<file path="config.mk">
export PLATFORM = sky130hd
export DESIGN_NAME = wind_beacon_frame_builder
export DESIGN_NICKNAME = d
export VERILOG_FILES = /design/src/rtl/core/wbfb_pkg.sv /design/src/rtl/core/wbfb_eval.sv /design/src/rtl/core/wbfb_serializer.sv /design/src/rtl/core/wind_beacon_frame_builder.sv
export VERILOG_INCLUDE_DIRS = /design/src /design/src/rtl/core
export SDC_FILE = /design/constraint.sdc
export NUM_CORES = 2
export LEC_CHECK = 0
export ABC_CLOCK_PERIOD_IN_PS = 15100
export CAP_MARGIN = 20
export CORE_MARGIN = 4
export CORE_UTILIZATION = 50
export CTS_BUF_LIST = sky130_fd_sc_hd__clkbuf_8
export CTS_CLUSTER_SIZE = 24
export DETAILED_ROUTE_END_ITERATION = 16
export DONT_BUFFER_PORTS = 1
export PLACE_DENSITY = 0.74
export RECOVER_POWER = 25
export SYNTH_ARGS = -nofsm -noshare
export SYNTH_HDL_FRONTEND = slang
export SYNTH_HIERARCHICAL = 1
export SYNTH_SLANG_ARGS = --single-unit
</file>
<file path="constraint.sdc">
create_clock -name clk -period 15.1 [get_ports clk]
set_input_delay 3.02 -clock clk [delete_from_list [all_inputs] [get_ports clk]]
set_output_delay 3.02 -clock clk [all_outputs]
set_load 0.02 [all_outputs]
</file>
<file path="src/rtl/core/wind_beacon_frame_builder_macros.svh">
// ---------------------------------------------------------------------------
// wind_beacon_frame_builder assertion macros
// concurrent assertion helpers clocked on clk, disabled while rst_n is low
// ---------------------------------------------------------------------------
`ifndef WIND_BEACON_FRAME_BUILDER_MACROS_SVH
`define WIND_BEACON_FRAME_BUILDER_MACROS_SVH

`ifndef NO_ASSERTIONS
// same-cycle implication
`define WB_ASSERT_IMPL(lbl, ante, cons) \
  lbl: assert property (@(posedge clk) disable iff (!rst_n) (ante) |-> (cons)) \
    else $error("assertion failed");
// next-cycle implication
`define WB_ASSERT_NEXT(lbl, ante, cons) \
  lbl: assert property (@(posedge clk) disable iff (!rst_n) (ante) |=> (cons)) \
    else $error("assertion failed");
`else
`define WB_ASSERT_IMPL(lbl, ante, cons)
`define WB_ASSERT_NEXT(lbl, ante, cons)
`endif

`endif

</file>
<file path="src/rtl/core/wbfb_pkg.sv">
// ---------------------------------------------------------------------------
// wbfb_pkg
// shared types, frame constants and the byte layout of the advertisement
// ---------------------------------------------------------------------------
package wbfb_pkg;

  localparam int unsigned FRAME_LEN = 31;
  localparam int unsigned PROD_W    = 56;

  localparam logic [4:0] LAST_IDX = 5'(FRAME_LEN - 1);
  localparam logic [4:0] NAME_IDX = 5'd20;

  // register indexes
  localparam logic [1:0] REG_TICK      = 2'd0;
  localparam logic [1:0] REG_HEARTBEAT = 2'd1;
  localparam logic [1:0] REG_SCALE     = 2'd2;

  // fixed header bytes
  localparam logic [7:0] AD_FLAGS_LEN  = 8'h02;
  localparam logic [7:0] AD_FLAGS_TYPE = 8'h01;
  localparam logic [7:0] AD_FLAGS_VAL  = 8'h06;
  localparam logic [7:0] AD_SVC_LEN    = 8'h0E;
  localparam logic [7:0] AD_SVC_TYPE   = 8'h16;
  localparam logic [7:0] UUID_LO       = 8'hD2;
  localparam logic [7:0] UUID_HI       = 8'hFC;
  localparam logic [7:0] DEV_INFO      = 8'h40;
  localparam logic [7:0] OBJ_PID       = 8'h00;
  localparam logic [7:0] OBJ_BATT      = 8'h01;
  localparam logic [7:0] OBJ_TEMP      = 8'h02;
  localparam logic [7:0] OBJ_SPEED     = 8'h44;
  localparam logic [7:0] NAME_LEN      = 8'h0C;
  localparam logic [7:0] NAME_TYPE     = 8'h09;

  localparam logic [7:0] NAME_BYTES [11] = '{
    8'h57, 8'h69, 8'h6E, 8'h64, 8'h20, 8'h53, 8'h65, 8'h6E, 8'h73, 8'h6F, 8'h72
  };

  typedef struct packed {
    logic [7:0]        seq_num;
    logic [6:0]        battery;
    logic [15:0]       temp;
    logic [PROD_W-1:0] product;
  } frame_t;

  function automatic logic [7:0] frame_byte_at(input logic [4:0] idx,
                                               input frame_t fr,
                                               input logic [15:0] speed);
    logic [4:0] nidx;
    logic [7:0] b;
    nidx = idx - NAME_IDX;
    case (idx)
      5'd0:  b = AD_FLAGS_LEN;
      5'd1:  b = AD_FLAGS_TYPE;
      5'd2:  b = AD_FLAGS_VAL;
      5'd3:  b = AD_SVC_LEN;
      5'd4:  b = AD_SVC_TYPE;
      5'd5:  b = UUID_LO;
      5'd6:  b = UUID_HI;
      5'd7:  b = DEV_INFO;
      5'd8:  b = OBJ_PID;
      5'd9:  b = fr.seq_num;
      5'd10: b = OBJ_BATT;
      5'd11: b = {1'b0, fr.battery};
      5'd12: b = OBJ_TEMP;
      5'd13: b = fr.temp[7:0];
      5'd14: b = fr.temp[15:8];
      5'd15: b = OBJ_SPEED;
      5'd16: b = speed[7:0];
      5'd17: b = speed[15:8];
      5'd18: b = NAME_LEN;
      5'd19: b = NAME_TYPE;
      default: begin
        if (idx inside {[NAME_IDX:LAST_IDX]}) begin
          b = NAME_BYTES[nidx[3:0]];
        end else begin
          b = 8'h00;
        end
      end
    endcase
    return b;
  endfunction

endpackage

</file>
<file path="src/rtl/core/wbfb_eval.sv">
// ---------------------------------------------------------------------------
// wbfb_eval
// tick evaluation: heartbeat timer, pulse delta, advertise decision, speed product
// ---------------------------------------------------------------------------
module wbfb_eval (
  input  logic                        clk,
  input  logic                        rst_n,
  input  logic                        take,
  input  logic [31:0]                 pulse_count,
  input  logic [6:0]                  batt_level,
  input  logic [15:0]                 temp_centi,
  input  logic [11:0]                 tick_seconds,
  input  logic [15:0]                 heartbeat_seconds,
  input  logic [23:0]                 speed_scale,
  output logic                        emit,
  output wbfb_pkg::frame_t            frame
);

  logic        primed_r,  primed_nxt;
  logic [31:0] base_r,    base_nxt;
  logic [16:0] elapsed_r, elapsed_nxt;
  logic [31:0] sent_r,    sent_nxt;
  logic [7:0]  pid_r,     pid_nxt;

  logic [31:0] base_eff;
  logic [16:0] elapsed_eff;
  logic [16:0] elapsed_sum;
  logic [31:0] sent_eff;
  logic [7:0]  pid_eff;
  logic [31:0] delta;

  always_comb begin
    // first tick takes the baseline and clears the history
    base_eff    = primed_r ? base_r    : pulse_count;
    elapsed_eff = primed_r ? elapsed_r : 17'd0;
    sent_eff    = primed_r ? sent_r    : 32'd0;
    pid_eff     = primed_r ? pid_r     : 8'd0;

    elapsed_sum = elapsed_eff + {5'd0, tick_seconds};
    delta       = pulse_count - base_eff;
    emit        = (delta != sent_eff) || (elapsed_sum >= {1'b0, heartbeat_seconds});

    frame.seq_num = pid_eff;
    frame.battery = batt_level;
    frame.temp    = temp_centi;
    frame.product = 56'(delta) * 56'(speed_scale);
  end

  always_comb begin
    primed_nxt  = primed_r;
    base_nxt    = base_r;
    elapsed_nxt = elapsed_r;
    sent_nxt    = sent_r;
    pid_nxt     = pid_r;
    if (take) begin
      primed_nxt = 1'b1;
      if (emit) begin
        base_nxt    = pulse_count;
        elapsed_nxt = 17'd0;
        sent_nxt    = delta;
        pid_nxt     = pid_eff + 8'd1;
      end else begin
        base_nxt    = base_eff;
        elapsed_nxt = elapsed_sum;
        sent_nxt    = sent_eff;
        pid_nxt     = pid_eff;
      end
    end
  end

  always_ff @(posedge clk) begin
    if (!rst_n) begin
      primed_r  <= 1'b0;
      base_r    <= 32'd0;
      elapsed_r <= 17'd0;
      sent_r    <= 32'd0;
      pid_r     <= 8'd0;
    end else begin
      primed_r  <= primed_nxt;
      base_r    <= base_nxt;
      elapsed_r <= elapsed_nxt;
      sent_r    <= sent_nxt;
      pid_r     <= pid_nxt;
    end
  end

endmodule

</file>
<file path="src/rtl/core/wbfb_serializer.sv">
// ---------------------------------------------------------------------------
// wbfb_serializer
// holds one evaluated frame and streams its 31 bytes, one per transfer
// ---------------------------------------------------------------------------
`include "wind_beacon_frame_builder_macros.svh"

module wbfb_serializer (
  input  logic             clk,
  input  logic             rst_n,
  input  logic             load,
  input  wbfb_pkg::frame_t frame,
  output logic             can_load,
  output logic             out_valid,
  input  logic             out_ready,
  output logic [7:0]       frame_byte,
  output logic [4:0]       byte_index,
  output logic             last_byte
);

  logic             busy_r, busy_nxt;
  logic [4:0]       idx_r,  idx_nxt;
  wbfb_pkg::frame_t fr_r;

  logic                    xfer;
  logic [wbfb_pkg::PROD_W:0] rounded;
  logic [15:0]             speed;

  always_comb begin
    xfer     = busy_r && out_ready;
    can_load = !busy_r || (xfer && (idx_r == wbfb_pkg::LAST_IDX));

    // round half up, saturate to 16 bits
    rounded = {1'b0, fr_r.product} + (wbfb_pkg::PROD_W + 1)'(32768);
    speed   = (|rounded[wbfb_pkg::PROD_W:32]) ? 16'hFFFF : rounded[31:16];

    out_valid  = busy_r;
    byte_index = idx_r;
    last_byte  = busy_r && (idx_r == wbfb_pkg::LAST_IDX);
    frame_byte = wbfb_pkg::frame_byte_at(idx_r, fr_r, speed);
  end

  always_comb begin
    busy_nxt = busy_r;
    idx_nxt  = idx_r;
    if (xfer) begin
      if (idx_r == wbfb_pkg::LAST_IDX) begin
        busy_nxt = 1'b0;
        idx_nxt  = 5'd0;
      end else begin
        idx_nxt = idx_r + 5'd1;
      end
    end
    if (load) begin
      busy_nxt = 1'b1;
      idx_nxt  = 5'd0;
    end
  end

  always_ff @(posedge clk) begin
    if (!rst_n) begin
      busy_r <= 1'b0;
      idx_r  <= 5'd0;
    end else begin
      busy_r <= busy_nxt;
      idx_r  <= idx_nxt;
    end
  end

  always_ff @(posedge clk) begin
    if (load) begin
      fr_r <= frame;
    end
  end

  `WB_ASSERT_IMPL(a_idx_range, busy_r, idx_r <= wbfb_pkg::LAST_IDX)
  `WB_ASSERT_NEXT(a_idx_step, xfer && (idx_r != wbfb_pkg::LAST_IDX) && !load,
                  busy_r && (idx_r == 5'($past(idx_r) + 5'd1)))
  `WB_ASSERT_IMPL(a_no_overrun, load,
                  !busy_r || (out_ready && idx_r == wbfb_pkg::LAST_IDX))

endmodule

</file>
<file path="src/rtl/core/wind_beacon_frame_builder.sv">
// ---------------------------------------------------------------------------
// wind_beacon_frame_builder
// wake-tick beacon encoder: decides per tick and streams a 31-byte advertisement
// ---------------------------------------------------------------------------
// usage:
//   input channel (in_valid/in_ready) carries one wake tick: pulse counter,
//   battery level and temperature. the tick lands in an input register and
//   is evaluated once the byte serializer can take a frame.
//   an advertising tick produces 31 transfers on the output channel
//   (out_valid/out_ready), byte_index 0..30, last_byte on index 30.
//   the first byte appears once the tick has passed the input register and the
//   serializer's frame register; a tick that advertises nothing is retired
//   and produces no transfer. the serializer's single byte lane sets the frame
//   rate with out_ready held high; the next tick is taken while a frame
//   streams and is evaluated in the cycle the last byte transfers.
//   when the receiver stalls the current byte holds; one further tick is
//   buffered, then in_ready drops.
//   cfg_we writes register cfg_index (0 tick, 1 heartbeat, 2 scale) at once;
//   index 3 is ignored. write only while idle.
//   reset (synchronous, rst_n low) restores the register defaults, clears the
//   baseline and drops any frame in flight.
// ---------------------------------------------------------------------------
module wind_beacon_frame_builder (
  input  logic        clk,
  input  logic        rst_n,
  input  logic        cfg_we,
  input  logic [1:0]  cfg_index,
  input  logic [23:0] cfg_data,
  input  logic        in_valid,
  output logic        in_ready,
  input  logic [31:0] in_pulse_count,
  input  logic [6:0]  in_batt_level,
  input  logic signed [15:0] in_temp_centi,
  output logic        out_valid,
  input  logic        out_ready,
  output logic [7:0]  out_frame_byte,
  output logic [4:0]  out_byte_index,
  output logic        out_last_byte
);

  logic [11:0] tick_r;
  logic [15:0] hb_r;
  logic [23:0] scale_r;

  logic        hold_r;
  logic [31:0] count_r;
  logic [6:0]  batt_r;
  logic [15:0] temp_r;

  logic             take;
  logic             emit;
  logic             can_load;
  wbfb_pkg::frame_t frame;

  always_ff @(posedge clk) begin
    if (!rst_n) begin
      tick_r  <= 12'd5;
      hb_r    <= 16'd60;
      scale_r <= 24'd802960;
    end else if (cfg_we) begin
      case (cfg_index)
        wbfb_pkg::REG_TICK:      tick_r  <= cfg_data[11:0];
        wbfb_pkg::REG_HEARTBEAT: hb_r    <= cfg_data[15:0];
        wbfb_pkg::REG_SCALE:     scale_r <= cfg_data;
        default: ;
      endcase
    end
  end

  assign take     = hold_r && can_load;
  assign in_ready = !hold_r || take;

  always_ff @(posedge clk) begin
    if (!rst_n) begin
      hold_r <= 1'b0;
    end else if (in_ready) begin
      hold_r <= in_valid;
    end
  end

  always_ff @(posedge clk) begin
    if (in_valid && in_ready) begin
      count_r <= in_pulse_count;
      batt_r  <= in_batt_level;
      temp_r  <= in_temp_centi;
    end
  end

  wbfb_eval u_eval (
    .clk               (clk),
    .rst_n             (rst_n),
    .take              (take),
    .pulse_count       (count_r),
    .batt_level        (batt_r),
    .temp_centi        (temp_r),
    .tick_seconds      (tick_r),
    .heartbeat_seconds (hb_r),
    .speed_scale       (scale_r),
    .emit              (emit),
    .frame             (frame)
  );

  wbfb_serializer u_ser (
    .clk        (clk),
    .rst_n      (rst_n),
    .load       (take && emit),
    .frame      (frame),
    .can_load   (can_load),
    .out_valid  (out_valid),
    .out_ready  (out_ready),
    .frame_byte (out_frame_byte),
    .byte_index (out_byte_index),
    .last_byte  (out_last_byte)
  );

endmodule

</file>
==> results.py <==
metrics = {
    "worst_setup_path": {
        "worstPathArrival_ns": 12.57,
        "end_kind": "flip-flop",
        "crit_path_top_delay_cell": "dfxtp_4",
        "critPathMaxFanout": 52,
        "r2r-start": "u_eval/primed_r$_SDFFE_PN0P_",
        "path_class": "flip-flop to flip-flop",
        "reg2regPathDepth": 35,
        "rrSetupSlack_ns": 2.95,
        "slowest_delay_ns": 0.69,
        "crit_top_cell": "fa_1",
        "reg2reg_to": "u_ser/fr_r[55]$_DFFE_PP_",
        "worstSetupStartpointType": "flip-flop",
        "required_ns": 15.52,
    },
    "synth": {
        "ys_warn_count": 6,
        "syn-instance-count": 4611,
        "netlist_area_um2": 41400,
        "syn_area_per_cell_um2": 8.978,
        "synth_nets": 5611,
    },
    "clock_network": {
        "cts_htree_levels": 2,
        "cts_root_buf": "clkbuf_8",
        "cts_inserted_buffers": 48,
        "post_cts_buffers": 0,
        "cts_sinks": 276,
        "cts_tree": "built",
        "post_cts_resize_count": 0,
        "insertion_delay_ns": 0.67,
        "clockBufferDepth": 3,
        "cts_hold_buf": 0,
        "clk_pin_slew_ns": 0.06,
    },
    "timing": {
        "fmax_mhz": 82.27,
        "rsz0062_at_grt": "no",
        "tightest_slew_ns": 1.145,
        "drv_slew": 0,
        "whs_ns": 0.4133,
        "fin_crit_ns": 12.15,
        "skew_ns": 0.02530,
        "slew-limit-headroom": 0.2167,
        "finalSetupViolCount": 0,
        "setup_tns_ns": 0,
        "hold_viol": 0,
        "finalCritPeriodShare": 0.8050,
    },
    "global_route": {
        "grt_pass1_wl_um": 176000,
        "grt_pass1_vias": 32660,
        "grt_max_degree": 179,
        "grt_overflow": 0,
        "grtUsageTotal": 0.2544,
        "antenna_found_initial": 7,
    },
    "hold_path": {
        "worstHoldStart": "batt_r[4]$_DFFE_PP_",
        "worstHoldPathType": "flip-flop to flip-flop",
        "hold_end": "u_ser/fr_r[76]$_DFFE_PP_",
        "hold_depth": 0,
    },
    "detailed_routing": {
        "avgViaCountPerCell": 5.699,
        "drc_errors": 0,
        "wl_per_cell_um": 19.68,
        "num_vias": 31670,
        "ant_nets": 0,
        "drt_iter0_drc": 2440,
        "routed_wl_um": 109300,
        "firstDrtPassIters": 6,
    },
    "die": {
        "die-area_um2": 87470,
        "io_pins": 102,
        "dieWidth_um": 295.7,
        "die_h_um": 295.7,
        "start_util": 0.5042,
        "core_area_um2": 82110,
        "row_count": 105,
    },
    "placement": {
        "placed_cells": 5464,
        "dp_hpwl_um": 82240,
        "gp_congestion": 0.9318,
        "io_buffer_count": 0,
        "dpl_cell_area_um2": 42170,
    },
    "run": {
        "cap_violations": 0,
    },
    "cells_and_area": {
        "stdcell_count": 5557,
        "drive_above_1_share": 0.04750,
        "stdcell_area_um2": 43220,
        "fin_nets": 5444,
        "area_growth_pct": 4.391,
    },
    "run_status": {
        "status": "finished, final reports clean",
    },
}
sequential cells by signal, indices dropped and copies added, names as in the netlist, 7 cells and up:
signal and flops:
u_ser/fr_r 72, u_eval/elapsed_r 17, u_eval/base_r 32, count_r 32
temp_r 16, u_eval/pid_r 8, hb_r 16, tick_r 12
batt_r 7, u_eval/sent_r 32, scale_r 24
metrics by stage:
| step | worst slack, ns | util |
|---|---|---|
| after floorplan | 3.215 | - |
| after global placement | 3.369 | 0.5136 |
| after detailed placement | 3.069 | 0.5136 |
| after CTS | 3.036 | 0.5262 |
| after global routing | 2.409 | 0.5263 |
| final | 2.945 | 0.5263 |
layout by cell type, fill, tap and decap left out, types with 45 or more instances in the layout:
cell type	n
a21oi_1	141
and3_1	53
fa_1	660
and2_1	350
ha_1	254
nor3_1	45
xnor2_1	52
mux2i_1	121
nor2_1	118
nand2_1	647
nor2b_1	78
nand3_1	74
clkbuf_8	55
inv_1	830
a21o_1	49
dfxtp_1	145
buf_4	59
edfxtp_1	127
o21ai_0	59
cell type report:
| class | count | area [um2] |
|---|---|---|
| timing repair buffer | 59 | 442.9 |
| fill | 7339 | 38890 |
| sequential | 276 | 6804 |
| multi-input combinational | 3236 | 30500 |
| clock inverter | 35 | 281.5 |
| clock buffer | 55 | 757.0 |
| tap | 1070 | 1339 |
| antenna | 3 | 7.507 |
| inverter | 823 | 3089 |
critical path: cells and delay by family, from the launching register on:
kind | cells | cell delay (ns)
AO/OA/AOI/OAI | 15 | 4.65
XOR/XNOR | 2 | 0.73
adder cells (fa/ha/maj) | 9 | 4.49
buffers and inverters | 6 | 0.91
flip-flops | 1 | 0.69
multiplexers | 1 | 0.16
AND/OR/NAND/NOR | 2 | 0.23
how the worst max path moves through the flow:
stage	startpoint	endpoint	slack [ns]	cells after the start
CTS	u_eval/primed_r$_SDFFE_PN0P_	u_ser/fr_r[55]$_DFFE_PP_	3.04	35
detailed placement	u_eval/primed_r$_SDFFE_PN0P_	u_ser/fr_r[55]$_DFFE_PP_	3.07	35
global route	u_eval/primed_r$_SDFFE_PN0P_	u_ser/fr_r[55]$_DFFE_PP_	2.41	35
floorplan	u_eval/primed_r$_SDFFE_PN0P_	u_ser/fr_r[55]$_DFFE_PP_	3.22	39
global placement	u_eval/primed_r$_SDFFE_PN0P_	u_ser/fr_r[55]$_DFFE_PP_	3.37	35
finish	u_eval/primed_r$_SDFFE_PN0P_	u_ser/fr_r[55]$_DFFE_PP_	2.95	35
routing by layer:
metal  vias to the layer above  share of wire  track usage
met4                         6          0.034      0.08582
met1                     15650           0.41       0.3384
li1                      14270              -            -
met3                       293          0.099      0.06628
met2                      1452           0.46       0.4076
met5                         -        0.00028            0
Power is left out: the tool's default activity adds up to more than one toggle a clock period on the data nets, which glitch-free logic cannot reach.
